`src/hw/rtl/fpwb_pkg.sv`:
```
// Package for the flash page write-back cache: sizes, request codes and the
// request/result structs shared by the flash array, page buffer and sequencer.
// No dependencies.
package fpwb_pkg;

  localparam int unsigned PAGE_WORDS  = 1024;
  localparam int unsigned FLASH_PAGES = 16;

  localparam int unsigned ADDR_W      = 14;
  localparam int unsigned DATA_W      = 32;
  localparam int unsigned REQ_W       = 2;
  localparam int unsigned PROG_PAGE_W = 4;

  localparam int unsigned PAGE_AW     = $clog2(PAGE_WORDS);
  localparam int unsigned APG_W       = ADDR_W - PAGE_AW;
  localparam int unsigned PAGE_IDX_W  = (FLASH_PAGES > 1) ? $clog2(FLASH_PAGES) : 1;
  localparam int unsigned FL_AW       = PAGE_IDX_W + PAGE_AW;
  localparam int unsigned FLASH_WORDS = FLASH_PAGES * PAGE_WORDS;
  localparam int unsigned CNT_W       = PAGE_AW + 1;

  localparam logic [DATA_W-1:0] ERASED_WORD = '1;

  typedef enum logic [REQ_W-1:0] {
    REQ_READ  = 2'd0,
    REQ_WRITE = 2'd1,
    REQ_FLUSH = 2'd2
  } req_e;

  typedef enum logic [2:0] {
    S_IDLE,
    S_READ,
    S_CMP,
    S_PROG,
    S_LOAD,
    S_STORE
  } state_e;

  typedef struct packed {
    logic              re;
    logic [FL_AW-1:0]  raddr;
    logic              we;
    logic [FL_AW-1:0]  waddr;
    logic [DATA_W-1:0] wdata;
  } fl_req_t;

  typedef struct packed {
    logic               re;
    logic [PAGE_AW-1:0] raddr;
    logic               we;
    logic [PAGE_AW-1:0] waddr;
    logic [DATA_W-1:0]  wdata;
  } buf_req_t;

  typedef struct packed {
    logic                   valid;
    logic [DATA_W-1:0]      read_data;
    logic                   programmed;
    logic [PROG_PAGE_W-1:0] page;
  } res_t;

endpackage

```
`src/hw/rtl/fpwb_seq.sv`:
```
// Sequencer: cache tag state, one word counter reused for the compare, program and
// reload sweeps, and one word comparator for the compare sweep. Depends on fpwb_pkg.
module fpwb_seq import fpwb_pkg::*; (
  input  logic              clk_i,
  input  logic              rst_ni,
  input  logic              start_i,
  input  logic [REQ_W-1:0]  req_type_i,
  input  logic [ADDR_W-1:0] word_addr_i,
  input  logic [DATA_W-1:0] write_data_i,
  output logic              busy_o,
  output fl_req_t           fl_o,
  input  logic [DATA_W-1:0] fl_rdata_i,
  output buf_req_t          bf_o,
  input  logic [DATA_W-1:0] bf_rdata_i,
  output res_t              res_o
);

  state_e                state_q, state_d;
  logic [CNT_W-1:0]      cnt_q, cnt_d;
  logic                  diff_q, diff_d;
  logic                  wr_q, wr_d;
  logic                  prog_q, prog_d;
  logic                  cv_q, cv_d;
  logic [PAGE_IDX_W-1:0] cp_q, cp_d;
  logic [PAGE_IDX_W-1:0] np_q, np_d;
  logic [PAGE_AW-1:0]    off_q, off_d;
  logic [DATA_W-1:0]     data_q, data_d;

  logic [APG_W-1:0]      addr_page;
  logic [PAGE_IDX_W-1:0] req_page;
  logic [PAGE_AW-1:0]    req_off;
  logic                  in_range;
  logic [PAGE_AW-1:0]    idx;
  logic [PAGE_AW-1:0]    widx;
  logic                  cnt_end;
  logic                  cnt_live;
  logic                  word_ne;
  logic                  diff_now;

  assign addr_page = word_addr_i[ADDR_W-1:PAGE_AW];
  assign req_page  = PAGE_IDX_W'(addr_page);
  assign req_off   = word_addr_i[PAGE_AW-1:0];
  assign in_range  = int'(addr_page) < FLASH_PAGES;
  assign idx       = cnt_q[PAGE_AW-1:0];
  assign widx      = PAGE_AW'(cnt_q - CNT_W'(1));
  assign cnt_end   = cnt_q == CNT_W'(PAGE_WORDS);
  assign cnt_live  = cnt_q != '0;
  assign word_ne   = fl_rdata_i != bf_rdata_i;
  assign diff_now  = diff_q | (cnt_live & word_ne);
  assign busy_o    = state_q != S_IDLE;

  always_ff @(posedge clk_i or negedge rst_ni) begin
    if (!rst_ni) begin
      state_q <= S_IDLE;
      cnt_q   <= '0;
      diff_q  <= 1'b0;
      wr_q    <= 1'b0;
      prog_q  <= 1'b0;
      cv_q    <= 1'b0;
      cp_q    <= '0;
    end else begin
      state_q <= state_d;
      cnt_q   <= cnt_d;
      diff_q  <= diff_d;
      wr_q    <= wr_d;
      prog_q  <= prog_d;
      cv_q    <= cv_d;
      cp_q    <= cp_d;
    end
  end

  always_ff @(posedge clk_i) begin
    np_q   <= np_d;
    off_q  <= off_d;
    data_q <= data_d;
  end

  always_comb begin
    state_d = state_q;
    cnt_d   = cnt_q;
    diff_d  = diff_q;
    wr_d    = wr_q;
    prog_d  = prog_q;
    cv_d    = cv_q;
    cp_d    = cp_q;
    np_d    = np_q;
    off_d   = off_q;
    data_d  = data_q;
    fl_o    = '0;
    bf_o    = '0;
    res_o   = '0;

    unique case (state_q)
      S_IDLE: begin
        if (start_i) begin
          prog_d = 1'b0;
          diff_d = 1'b0;
          cnt_d  = '0;
          priority case (req_e'(req_type_i))
            REQ_READ: begin
              if (in_range) begin
                fl_o.re    = 1'b1;
                fl_o.raddr = {req_page, req_off};
                state_d    = S_READ;
              end else begin
                res_o.valid = 1'b1;
              end
            end
            REQ_WRITE: begin
              if (!in_range) begin
                res_o.valid = 1'b1;
              end else if (cv_q && cp_q == req_page) begin
                bf_o.we     = 1'b1;
                bf_o.waddr  = req_off;
                bf_o.wdata  = write_data_i;
                res_o.valid = 1'b1;
              end else begin
                wr_d    = 1'b1;
                np_d    = req_page;
                off_d   = req_off;
                data_d  = write_data_i;
                state_d = cv_q ? S_CMP : S_LOAD;
              end
            end
            REQ_FLUSH: begin
              wr_d = 1'b0;
              if (cv_q) begin
                state_d = S_CMP;
              end else begin
                res_o.valid = 1'b1;
              end
            end
            default: begin
              res_o.valid = 1'b1;
            end
          endcase
        end
      end

      S_READ: begin
        res_o.valid     = 1'b1;
        res_o.read_data = fl_rdata_i;
        state_d         = S_IDLE;
      end

      S_CMP: begin
        if (!cnt_end) begin
          fl_o.re    = 1'b1;
          fl_o.raddr = {cp_q, idx};
          bf_o.re    = 1'b1;
          bf_o.raddr = idx;
          cnt_d      = cnt_q + CNT_W'(1);
          diff_d     = diff_now;
        end else if (diff_now) begin
          prog_d  = 1'b1;
          cnt_d   = '0;
          state_d = S_PROG;
        end else begin
          cv_d  = 1'b0;
          cnt_d = '0;
          if (wr_q) begin
            state_d = S_LOAD;
          end else begin
            res_o.valid = 1'b1;
            state_d     = S_IDLE;
          end
        end
      end

      S_PROG: begin
        if (cnt_live) begin
          fl_o.we    = 1'b1;
          fl_o.waddr = {cp_q, widx};
          fl_o.wdata = bf_rdata_i;
        end
        if (!cnt_end) begin
          bf_o.re    = 1'b1;
          bf_o.raddr = idx;
          cnt_d      = cnt_q + CNT_W'(1);
        end else begin
          cv_d  = 1'b0;
          cnt_d = '0;
          if (wr_q) begin
            state_d = S_LOAD;
          end else begin
            res_o.valid      = 1'b1;
            res_o.programmed = 1'b1;
            res_o.page       = PROG_PAGE_W'(cp_q);
            state_d          = S_IDLE;
          end
        end
      end

      S_LOAD: begin
        if (cnt_live) begin
          bf_o.we    = 1'b1;
          bf_o.waddr = widx;
          bf_o.wdata = fl_rdata_i;
        end
        if (!cnt_end) begin
          fl_o.re    = 1'b1;
          fl_o.raddr = {np_q, idx};
          cnt_d      = cnt_q + CNT_W'(1);
        end else begin
          prog_d  = prog_q;
          cnt_d   = '0;
          state_d = S_STORE;
        end
      end

      S_STORE: begin
        bf_o.we          = 1'b1;
        bf_o.waddr       = off_q;
        bf_o.wdata       = data_q;
        res_o.valid      = 1'b1;
        res_o.programmed = prog_q;
        res_o.page       = prog_q ? PROG_PAGE_W'(cp_q) : '0;
        cp_d             = np_q;
        cv_d             = 1'b1;
        state_d          = S_IDLE;
      end

      default: begin
        state_d = S_IDLE;
      end
    endcase
  end

endmodule

```
`config.mk`:
```
export PLATFORM = sky130hd
export DESIGN_NAME = fpwb_seq
export DESIGN_NICKNAME = d
export VERILOG_FILES = /design/src/hw/rtl/fpwb_pkg.sv /design/src/hw/rtl/fpwb_seq.sv
export SDC_FILE = /design/constraint.sdc
export NUM_CORES = 1
export LEC_CHECK = 0
export BUFFER_PORTS_ARGS = -buffer_cell sky130_fd_sc_hd__buf_4
export CORE_ASPECT_RATIO = 0.75
export CORE_MARGIN = 1.5
export CORE_UTILIZATION = 40
export DETAILED_ROUTE_END_ITERATION = 7
export PLACE_DENSITY = 0.74
export SLEW_MARGIN = 20
export SYNTH_ARGS = -nofsm -noshare
export SYNTH_HDL_FRONTEND = slang
export SYNTH_SLANG_ARGS = --single-unit
export TNS_END_PERCENT = 20
```
`constraint.sdc`:
```
create_clock -name clk_i -period 12.37 [get_ports clk_i]
set_clock_uncertainty 0.1 [all_clocks]
set_input_delay 2.474 -clock clk_i [delete_from_list [all_inputs] [get_ports clk_i]]
set_output_delay 2.474 -clock clk_i [all_outputs]
set_load 0.1 [all_outputs]
```
; Yosys cells after proc, flatten, opt, wreduce, memory -nomap -nowiden
; Cells that the tools add are included.
[op_classes]
n_reduce_logical = 19
n_addsub = 2
n_eq_ne = 21
bitwise = 3
mux = 54
[op_table]
columns = operator, n
row1 = 43-bit 2-to-1 mux, 4
row2 = 43-bit case mux with 3 select lines, 1
row3 = 47-bit 2-to-1 mux, 2
row4 = 15-bit 2-to-1 mux, 4
row5 = 15-bit case mux with 3 select lines, 1
row6 = 11-bit 2-to-1 mux, 4
row7 = 32-bit 2-to-1 mux, 1
row8 = 32-bit inequality test, 1
row9 = 3-bit 2-to-1 mux, 9
row10 = 11-bit case mux with 2 select lines, 1
row11 = "2-bit inequality test, second input constant", 8
row12 = 4-bit AND reduction, 4
row13 = 1-bit 2-to-1 mux, 15
row14 = 3-bit case mux with 4 select lines, 1
row15 = "11-bit by 1-bit adder with 11-bit output, second input constant", 1
row16 = "11-bit equality test, second input constant", 1
row17 = 11-bit nonzero test, 1
row18 = 5-bit 2-to-1 mux, 2
row19 = 5-bit case mux with 2 select lines, 1
row20 = "10-bit by 1-bit subtractor with 10-bit output, second input constant", 1
row21 = 3-bit case mux with 3 select lines, 1
row22 = 7-bit AND reduction, 1
row23 = "3-bit by 2-bit equality test with 1-bit output, second input constant", 2
row24 = "3-bit equality test, second input constant", 2
row25 = other kinds (22), 30
[word_totals]
wordCells = 109
reg_bits = 68

; Depth between registers and ports, before layout
; Gate-level depths: netlist of the first run.
[depth]
ltp_word = 6
depth_mapped = 10
depth_no_buf = 8

; Worst setup path before layout of the first run
; No wires, ideal clock.
[synth_path]
path_kind = input to output
start = input fl_rdata_i[9]
end = output res_o[37] (netlist name)
arrival_time_ns = 4.678
stages = 6
setup_slack_ns = 5.118
n_path_buf = 0
path_cell_list = xnor2_1 > nand4_1 > nor4_1 > a21oi_1 > or2_1 > o21ai_1
[synth_rtl]
columns = element, line_no
row1 = start: declaration, fpwb_seq.sv:12  ; input logic [DATA_W-1:0] fl_rdata_i,
row2 = end: declaration, fpwb_seq.sv:15  ; output res_t res_o

==> impl_results.md, run 1 <==
- Setup TNS: 0 ns
- Vias in the first global route: 4907
- WS Path Type: input port to primary output
- Drt wl/cell: 19.8 µm
- CP required: 9.80 ns
- Clock transition at path regs: 0.06 ns
- Sequential share of power: 0.205
- Latest clock arrival within the worst-skew pair: 0.33 ns
- Fmax: 127 MHz
- First-pass iteration count of the detailed router: 6
- All-Layer GR Usage: 0.291
- Yosys warnings: 0
- Slowest Stage Delay on Critical Path: between 0.9 and 1 ns
- Internal: 0.000677 W
- Post CTS Setup Buffer Count: 0
- Site Rows: 34
- CTS tree: built
- Combinational Power Share: 0.617
- Die height: 97.1 µm
- CP delay by family, top: simple AND/OR/NAND/NOR gates
- Hold Vio Cnt, Final: 0
- Tmin final: 7.86 ns
- Largest net degree at the start of global routing: 44
- Leakage power figure: 3.46 nW
- Post-DP HPWL: 14100 µm
- Maximum fanout along the worst path: 43
- Area delta synth->final: 52.3%
- Die footprint: 0.0125 mm²
- Vias per inst: 5.38
- Worst EP arrival: 5.29 ns
- Root Buffer: clkbuf_16
- Layout fillers: 973
- Clock share of power: 0.177
- Seq/Total Area, Yosys: 0.409
- CTS Buf Count: 9
- Port Buf Inserts: 269
- Die X: 128 µm
- Slew headroom: 0.257
- # IOs: 270
- Most frequent cells in the layout: 271 x buf_4, 78 x and2_1, 46 x edfxtp_1
- Period utilisation layout: 0.636
- Hold bufs inserted after CTS: 0
- Sw frac: 0.566
- WL final: 18200 µm
- Synth cell types: between 50 and 60
- Netlist Area Pre-Place: approximately 0.0047 mm²
- RSZ-0062 raised after global routing: no
- Post-synth EDFFs: 46
- Core area: 0.0115 mm²
- N_diodes: 0
- Power Density: 217 mW/mm²
- Final core occ: 0.623
- Peak VDD IR: 0.187 mV
- Cells after synthesis: 500
- DR iter-0 viols: between 500 and 600
- Fraction of layout cells with a size suffix above 1: 0.412
- Initial Utilization: 0.409
- Final GP Congestion: 0.910
- Commonest non-fill, non-tap cell in the layout: buf_4
- Critical-path cell list: buf_4 > xor2_1 > nor4_1 > nand2_1 > nor2_4 > a22oi_1 > o21ai_1 > buf_4
- Ys async rst share: 0.324
- Clock sinks: roughly 70
- Max-Cap Viols: 0
- Avg Inst Size Synth: 9.44 µm²
- PostCTS Resize Cnt: 0
- CP Launch Type: input port
- Worst slew pin tran: ~1.1 ns
- H-tree depth: 3
- Worst Setup End Kind: primary output
- Main flop type after synthesis: edfxtp_1
- Sw power: 0.000882 W
- Setup Viol. Count Final: 0
- Routed vias: 4929
- Status: completed
- Global route total overflow: 0
- Routed Antenna Nets: 0
- Synthesized flop and latch total: 68
- Worst Hold Class: flip-flop to flip-flop
- Fin. max-slew vios: 0
- Max clock buf depth: 2
- Cell mode on critical path: buf_4
- Syn Nets: 621
- # DRC: 0
- Critical path buffers and inverters: 2
- Initial antenna violation count: 0
- Final nets: 870
- First-pass GRT wire length: 27700 µm
- CP max stage cell: nor2_4
[per-stage QoR]
step / cells / hold WS, ns / area (µm²) / power [W] / setup slack (ns)
after floorplan: 500 / 0.347 / 4720 / 0.00108 / 5.12
after global placement: 899 / 0.367 / 6840 / 0.00127 / 4.64
after detailed placement: 900 / 0.365 / 6860 / 0.00128 / 4.51
after CTS: 916 / 0.380 / 7180 / 0.00156 / 4.51
after global routing: 916 / 0.419 / 7180 / 0.00162 / 4.22
final: 916 / 0.383 / 7180 / 0.00156 / 4.51
[layer usage]
metal  share of wire  wire [µm]  track usage  vias to the layer above
met2            0.47       8470        0.471                      250
met5               0          0            0                        -
met4           0.030        549        0.100                        0
li1                -          -            -                     2299
met3           0.079       1430       0.0677                       32
met1            0.42       7700        0.382                     2348
[kinds of logic (layout without fill, tap and decap cells)]
family | Yosys count | in the layout | synth area share
simple gates | 196 | 196 | 0.236
buf+inv | 75 | 329 | 0.0642
compound gates | 101 | 101 | 0.172
flops | 68 | 68 | 0.409
fa+ha+maj | 6 | 6 | 0.0159
xor+xnor | 49 | 49 | 0.0910
mux | 5 | 5 | 0.0119
[cell usage after synthesis, types with 10 or more instances]
cell type  count  share of area
edfxtp_1      46           0.29
clkbuf_1      16          0.013
xor2_1        11          0.020
xnor2_1       38          0.071
dfrtp_1       22           0.12
a222oi_1      32          0.068
nor2_1        32          0.025
o21ai_0       13          0.014
a22oi_1       10          0.016
a22o_1        12          0.022
buf_2         17          0.018
nand4_1       11          0.015
nand2_1       27          0.021
and2_1        78           0.10
inv_1         39          0.031
[registers in the layout, indices dropped and copies added (netlist names), 3 cells and up]
register	flops
np_q	4
off_q	10
cp_q	4
state_q	3
data_q	32
cnt_q	11
[layout make-up]
| cell class | count | area (µm²) | area share |
|---|---|---|---|
| clock buffers | 9 | 225 | 0.0313 |
| clock inverters | 7 | 91.3 | 0.0127 |
| inverters | 41 | 154 | 0.0214 |
| multi-input cells | 357 | 2520 | 0.350 |
| flip-flops and latches | 68 | 1930 | 0.269 |
| well taps | 162 | 203 | 0.0282 |
| repair buffers | 272 | 2060 | 0.287 |
[power groups by stage]
stage                     Combinational (W)  Clock [W]  Sequential, W
after floorplan                    0.000777          0       0.000305
after global placement             0.000951          0       0.000323
after detailed placement           0.000957          0       0.000323
after CTS                          0.000960   0.000280       0.000319
after global routing               0.000999   0.000290       0.000326
final                              0.000962   0.000276       0.000320
[worst register-to-register path, stage by stage (launching register included)]
cell     delay, ns
dfrtp_1       0.51
nor3_1        0.46
and2_1        0.24
nand2_1       0.15
a21oi_4       0.55
buf_4         0.51
[final timing paths]
check                        endpoint       startpoint  slack (ns)  cells past startpoint
min in group asynchronous    cnt_q[6]           rst_ni        1.93                      1
hold / removal                 prog_q           prog_q        0.38                      2
setup reg to reg           data_q[12]       state_q[2]        9.49                      5
hold reg to reg                prog_q           prog_q        0.38                      2
setup / recovery             bf_o[35]  word_addr_i[11]        4.51                      8
max in group asynchronous        cv_q           rst_ni        9.99                      1
(Power assumes the default switching activity.)
==> run 2, diff against run 1 <==
- PLACE_DENSITY: 0.74 -> 0.77
- clock period: 12.37 -> 7 ns (I/O delays scaled with it)
==> impl_results.md, run 2 (synthesis gave the netlist of run 1 again) <==
- Worst Setup End Kind: primary output (unchanged)
- Latest clock arrival within the worst-skew pair: 0.32 ns (was 0.33 ns)
- Commonest non-fill, non-tap cell in the layout: buf_4 (unchanged)
- Top reg by flops: data_q (unchanged)
- CP Launch Type: input port (unchanged)
- CTS tree: built (unchanged)
- Clock sinks: 68 (unchanged)
- Final nets: 870 (unchanged)
- Worst Hold Class: flip-flop to flip-flop (unchanged)
- Max clock buf depth: 2 (unchanged)
- Fin. max-slew vios: 0 (unchanged)
- Root Buffer: clkbuf_16 (unchanged)
- Die footprint: 0.0125 mm² (unchanged)
- Routed Antenna Nets: 0 (unchanged)
- Clock transition at path regs: 0.05 ns (was 0.06 ns)
- Drt wl/cell: 19.8 µm (about the same)
- All-Layer GR Usage: 0.285 (was 0.291)
- Combinational Power Share: 0.618 (was 0.617)
- Fmax: 172 MHz
- Max-Cap Viols: 0 (unchanged)
- Max reg flops: 32 (unchanged)
- WL final: 18100 µm (was 18200 µm)
- Initial antenna violation count: 1 (was 0)
- Worst setup margin: 1.19 ns (was 4.51 ns)
- Layout fillers: 1011 (was 973)
- Vias in the first global route: 4792 (was 4907)
- CTS Buf Count: 9 (unchanged)
- PostCTS Resize Cnt: 0 (unchanged)
- DR iter-0 viols: 579 (was 518)
- H-tree depth: 3 (unchanged)
- Clock share of power: 0.175 (was 0.177)
- Setup Viol. Count Final: 0 (unchanged)
- Final GP Congestion: 0.948 (was 0.910)
- Peak VDD IR: 0.375 mV (was 0.187 mV)
- Post-DP HPWL: 14000 µm (was 14100 µm)
- Placement Setup Slack: 1.14 ns (was 4.51 ns)
- Critical-path cell list: buf_4 > xor2_1 > nor4_1 > nand2_1 > nor2_4 > a222oi_1 > inv_1 > buf_4 (was buf_4 > xor2_1 > nor4_1 > nand2_1 > nor2_4 > a22oi_1 > o21ai_1 > buf_4)
- Worst slew pin tran: 1.10 ns (was 1.11 ns)
- Hold bufs inserted after CTS: 0 (unchanged)
- Sw power: 0.00154 W (was 0.000882 W)
- CP required: 5.50 ns (was 9.80 ns)
- Critical path buffers and inverters: 3 (was 2)
- Design area: 0.00716 mm² (was 0.00718 mm²)
- CP delay by family, top: simple AND/OR/NAND/NOR gates (unchanged)
- Core area: 0.0115 mm² (unchanged)
- Most frequent cells in the layout: 272 x buf_4, 78 x and2_1, 46 x edfxtp_1 (was 271 x buf_4, 78 x and2_1, 46 x edfxtp_1)
- Fraction of layout cells with a size suffix above 1: 0.411 (was 0.412)
- Worst EP arrival: 4.31 ns (was 5.29 ns)
- Port Buf Inserts: 269 (unchanged)
- Largest regs: data_q x32, cnt_q x11, off_q x10 (unchanged)
- Site Rows: 34 (unchanged)
- # IOs: 270 (unchanged)
- CP max stage cell: nor2_4 (unchanged)
- Die height: 97.1 µm (unchanged)
- First-pass GRT wire length: 27300 µm (was 27700 µm)
- Slowest Stage Delay on Critical Path: 0.87 ns (was 0.91 ns)
- Cell mode on critical path: buf_4 (unchanged)
- Hold Vio Cnt, Final: 0 (unchanged)
- Die X: 128 µm (unchanged)
- First-pass iteration count of the detailed router: 7 (was 6)
- Area delta synth->final: 51.8% (was 52.3%)
- Sequential share of power: 0.207 (was 0.205)
- Initial Utilization: 0.409 (unchanged)
- # DRC: 0 (unchanged)
- RSZ-0062 raised after global routing: no (unchanged)
- Global route total overflow: 0 (unchanged)
- Routed vias: 5020 (was 4929)
- Setup TNS: 0 ns (unchanged)
- Status: completed (unchanged)
- Leakage power figure: 3.46 nW (about the same)
- Power Density: 382 mW/mm² (was 217 mW/mm²)
- Sw frac: 0.563 (was 0.566)
- Post-DP Area: 0.00684 mm² (was 0.00686 mm²)
- Largest net degree at the start of global routing: 44 (unchanged)
- Maximum fanout along the worst path: 43 (unchanged)
- WS Path Type: input port to primary output (unchanged)
- Slew headroom: 0.269 (was 0.257)
- Post CTS Setup Buffer Count: 0 (unchanged)
- Internal: 0.00120 W (was 0.000677 W)
- Vias per inst: 5.47 (was 5.38)
- Tmin final: 5.81 ns
- Period utilisation layout: 0.831
## run 2: cell types whose count changed in the layout (fill, tap and decap cells not counted), sizes merged
cell | previous run | this run
clkbuf | 9 | 11
clkinvlp | 3 | 1
diode | 0 | 1
## run 2: final timing paths
| path | cells past startpoint | startpoint | to | slack [ns] |
|---|---|---|---|---|
| setup / recovery | 8 | word_addr_i[11] | bf_o[14] | 1.19 |
| hold / removal | 2 | prog_q | prog_q | 0.38 |
| setup reg to reg | 5 | state_q[2] | data_q[6] | 4.03 |
| hold reg to reg | 2 | prog_q | prog_q | 0.38 |
| max in group asynchronous | 1 | rst_ni | cnt_q[2] | 5.70 |
| min in group asynchronous | 1 | rst_ni | cnt_q[7] | 0.86 |
## run 2: power groups by stage
stage	Sequential, W	Clock [W]	Combinational, W
finish	0.000567	0.000478	0.00169
global route	0.000577	0.000500	0.00176
CTS	0.000565	0.000484	0.00168
detailed placement	0.000573	0	0.00168
global placement	0.000569	0	0.00167
floorplan	0.000539	0	0.00137
## run 2: per-stage QoR
step           std cells  hold slack, ns  utilization  total power [W]
2_1_floorplan        500           0.347            -          0.00191
3_3_place_gp         900           0.371        0.594          0.00224
3_5_place_dp         900           0.366        0.594          0.00225
4_1_cts              916           0.380        0.620          0.00273
5_1_grt              917           0.407        0.621          0.00284
6_report             917           0.380        0.621          0.00273
## run 2: layer usage
layer / routed length, µm / up-vias / global-route usage
met5: 0 / - / 0
met4: 342 / 0 / 0.0769
met3: 1490 / 25 / 0.0534
met2: 8800 / 277 / 0.473
met1: 7490 / 2415 / 0.381
li1: - / 2303 / -
## run 2: worst register-to-register path: cells and delay by family, from the launching register on
kind / cells / cell delay [ns]
buf+inv: 1 / 0.45
simple gates: 3 / 0.86
compound gates: 1 / 0.69
flops: 1 / 0.52
## run 2: final cells by class
cell class	count	area (µm²)	share of cell area
Timing Repair Buffer	272	2040	0.285
Antenna cell	1	2.50	0.000349
Sequential cell	68	1930	0.270
Inverter	41	154	0.0215
Multi-Input combinational cell	357	2520	0.352
Clock inverter	5	77.6	0.0108
Tap cell	162	203	0.0283
Clock buffer	11	233	0.0325
==> run 3, diff against run 2 <==
- clock period: 7 -> 5.3 ns (I/O delays scaled with it)
==> impl_results.md, run 3 (synthesis gave the netlist of run 1 again) <==
- Status: completed (unchanged)
- Fin. max-slew vios: 0 (unchanged)
- Met1 usage in global routing: 0.381 (about the same)
- Final GP Congestion: 0.916 (was 0.948)
- Final nets: 876 (was 870)
- Max-Cap Viols: 0 (unchanged)
- GRT Max-Usage Layer: met2 (unchanged)
- Critical-path cell list: inv_1 > ha_1 > nor4b_4 > nand2_2 > or3_1 > nand3_1 > inv_2 > and2_1 > buf_4 (was buf_4 > xor2_1 > nor4_1 > nand2_1 > nor2_4 > a222oi_1 > inv_1 > buf_4)
- CTS Buf Count: 9 (unchanged)
- Initial antenna violation count: 0 (was 1)
- Area delta synth->final: 52.8% (was 51.8%)
- Largest regs: data_q x32, cnt_q x11, off_q x10 (unchanged)
- Sequential cell area: 0.00193 mm² (unchanged)
- Worst Setup End Kind: primary output (unchanged)
- Root Buffer: clkbuf_16 (unchanged)
- Setup TNS: 0 ns (unchanged)
- Peak VDD IR: 0.472 mV (was 0.375 mV)
- Hold bufs inserted after CTS: 0 (unchanged)
- Latest clock arrival within the worst-skew pair: 0.33 ns (was 0.32 ns)
- Area of the multi-input gates: 0.00252 mm² (unchanged)
- R2R Path Start: state_q[2] (unchanged)
- Terminus of the critical flop-to-flop path: data_q[28] (was data_q[6])
- N_diodes: 0 (was 1)
- Worst EP arrival: 3.30 ns (was 4.31 ns)
- Clock transition at path regs: 0.05 ns (about the same)
- Setup Viol. Count Final: 0 (unchanged)
- DR iter-0 viols: 478 (was 579)
- First-pass iteration count of the detailed router: 6 (was 7)
- Tmin final: about 4.5 ns
- # DRC: 0 (unchanged)
- Worst Hold Class: flip-flop to flip-flop (unchanged)
- H-tree depth: 3 (unchanged)
- Routed vias: 5010 (was 5020)
- Final hold slack: 0.401 ns (was 0.380 ns)
- All-Layer GR Usage: 0.287 (was 0.285)
- Worst Hold Endpoint: prog_q (unchanged)
- WL final: 18400 µm (was 18100 µm)
- R2r worst-path depth: 5 (unchanged)
- Hold_sp: prog_q (unchanged)
- First-pass GRT wire length: 27300 µm (about the same)
- Largest net degree at the start of global routing: 39 (was 44)
- CP delay by family, top: simple AND/OR/NAND/NOR gates (unchanged)
- Die X: 128 µm (unchanged)
- Commonest non-fill, non-tap cell in the layout: buf_4 (unchanged)
- Worst slew pin tran: 1.04 ns (was 1.10 ns)
- Hold Path Depth: 2 (unchanged)
- Layout fillers: 1010 (was 1011)
- Site Rows: 34 (unchanged)
- Critical path buffers and inverters: 3 (unchanged)
- Routed Antenna Nets: 0 (unchanged)
- CP Launch Type: flip-flop (was input port)
- Core area: 0.0115 mm² (unchanged)
- Port Buf Inserts: 269 (unchanged)
- Slowest Stage Delay on Critical Path: 0.50 ns (was 0.87 ns)
- Max clock buf depth: 2 (unchanged)
- Grt met3 use: 0.0633 (was 0.0534)
- Fmax: 224 MHz
- Global route total overflow: 0 (unchanged)
- # IOs: 270 (unchanged)
- Global routing usage on met2: 0.471 (was 0.473)
- Maximum fanout along the worst path: 37 (was 43)
- Leakage power figure: 3.49 nW (was 3.46 nW)
- Most frequent cells in the layout: 278 x buf_4, 78 x and2_1, 46 x edfxtp_1 (was 272 x buf_4, 78 x and2_1, 46 x edfxtp_1)
- R2R setup slack: 2.25 ns (was 4.03 ns)
- Hold Vio Cnt, Final: 0 (unchanged)
- Die footprint: 0.0125 mm² (unchanged)
- Post CTS Setup Buffer Count: 0 (unchanged)
- CP max stage cell: dfrtp_1 (was nor2_4)
- Fraction of layout cells with a size suffix above 1: 0.416 (was 0.411)
- CP required: 4.14 ns (was 5.50 ns)
- Slew headroom: 0.302 (was 0.269)
- RSZ-0062 raised after global routing: no (unchanged)
- Die height: 97.1 µm (unchanged)
- Period utilisation layout: 0.841
- PostCTS Resize Cnt: 0 (unchanged)
- Drt wl/cell: 20.0 µm (was 19.8 µm)
- Top reg by flops: data_q (unchanged)
- Max reg flops: 32 (unchanged)
- Post-DP HPWL: 14500 µm (was 14000 µm)
- WS Path Type: flip-flop to primary output (was input port to primary output)
- Vias per inst: 5.43 (was 5.47)
- Clock sinks: 68 (unchanged)
- Power Density: 518 mW/mm² (was 382 mW/mm²)
- Vias in the first global route: 4822 (was 4792)
- CTS tree: built (unchanged)
- Initial Utilization: 0.409 (unchanged)
==> run 3: cell types whose count changed in the layout (fill, tap and decap cells not counted) <==
cell / before / now
diode_2: 1 / 0
clkinv_1: 0 / 2
clkinv_4: 0 / 1
clkinvlp_4: 1 / 2
clkbuf_1: 2 / 0
clkinv_2: 2 / 0
buf_4: 272 / 278
==> run 3: final cells by class <==
class                   count  area share
multi-input cells         357       0.349
repair buffers            278       0.289
flip-flops and latches     68       0.268
clock buffers               9      0.0312
well taps                 162      0.0281
inverters                  41      0.0213
clock inverters             7      0.0127
==> run 3: power breakdown <==
group          internal [W]  switching [W]
Sequential         0.000654       0.000112
Combinational      0.000550        0.00178
Clock              0.000409       0.000224
==> run 3: worst max-delay path by stage <==
| stage | from | slack, ns | cells past startpoint | end |
|---|---|---|---|---|
| finish | cnt_q[0] | 0.84 | 9 | fl_o[8] |
| global route | cnt_q[0] | 0.68 | 9 | fl_o[8] |
| CTS | cnt_q[0] | 0.84 | 9 | fl_o[8] |
| detailed placement | word_addr_i[11] | 0.98 | 10 | bf_o[20] |
| global placement | word_addr_i[11] | 0.97 | 10 | bf_o[20] |
| floorplan | cnt_q[0] | 0.49 | 8 | bf_o[37] |
==> run 3: layer usage <==
metal  vias up  part of all wire
met5         -                 0
met4         0             0.019
met3        26             0.080
met2       250              0.48
met1      2421              0.42
li1       2313                 -
==> run 3: through the flow <==
step | setup slack (ns) | instances | power (W) | utilization | instance area [µm²]
2_1_floorplan | 0.490 | 500 | 0.00253 | - | 4720
3_3_place_gp | 0.966 | 906 | 0.00306 | 0.597 | 6890
3_5_place_dp | 0.978 | 906 | 0.00309 | 0.597 | 6890
4_1_cts | 0.841 | 922 | 0.00373 | 0.625 | 7200
5_1_grt | 0.677 | 922 | 0.00386 | 0.625 | 7210
6_report | 0.840 | 922 | 0.00373 | 0.625 | 7210
==> run 3: tightest hold or removal path, stage by stage, from the launching register on <==
cell and delay [ns]:
dfrtp_1 0.35, nand2_1 0.06, nand2_1 0.06
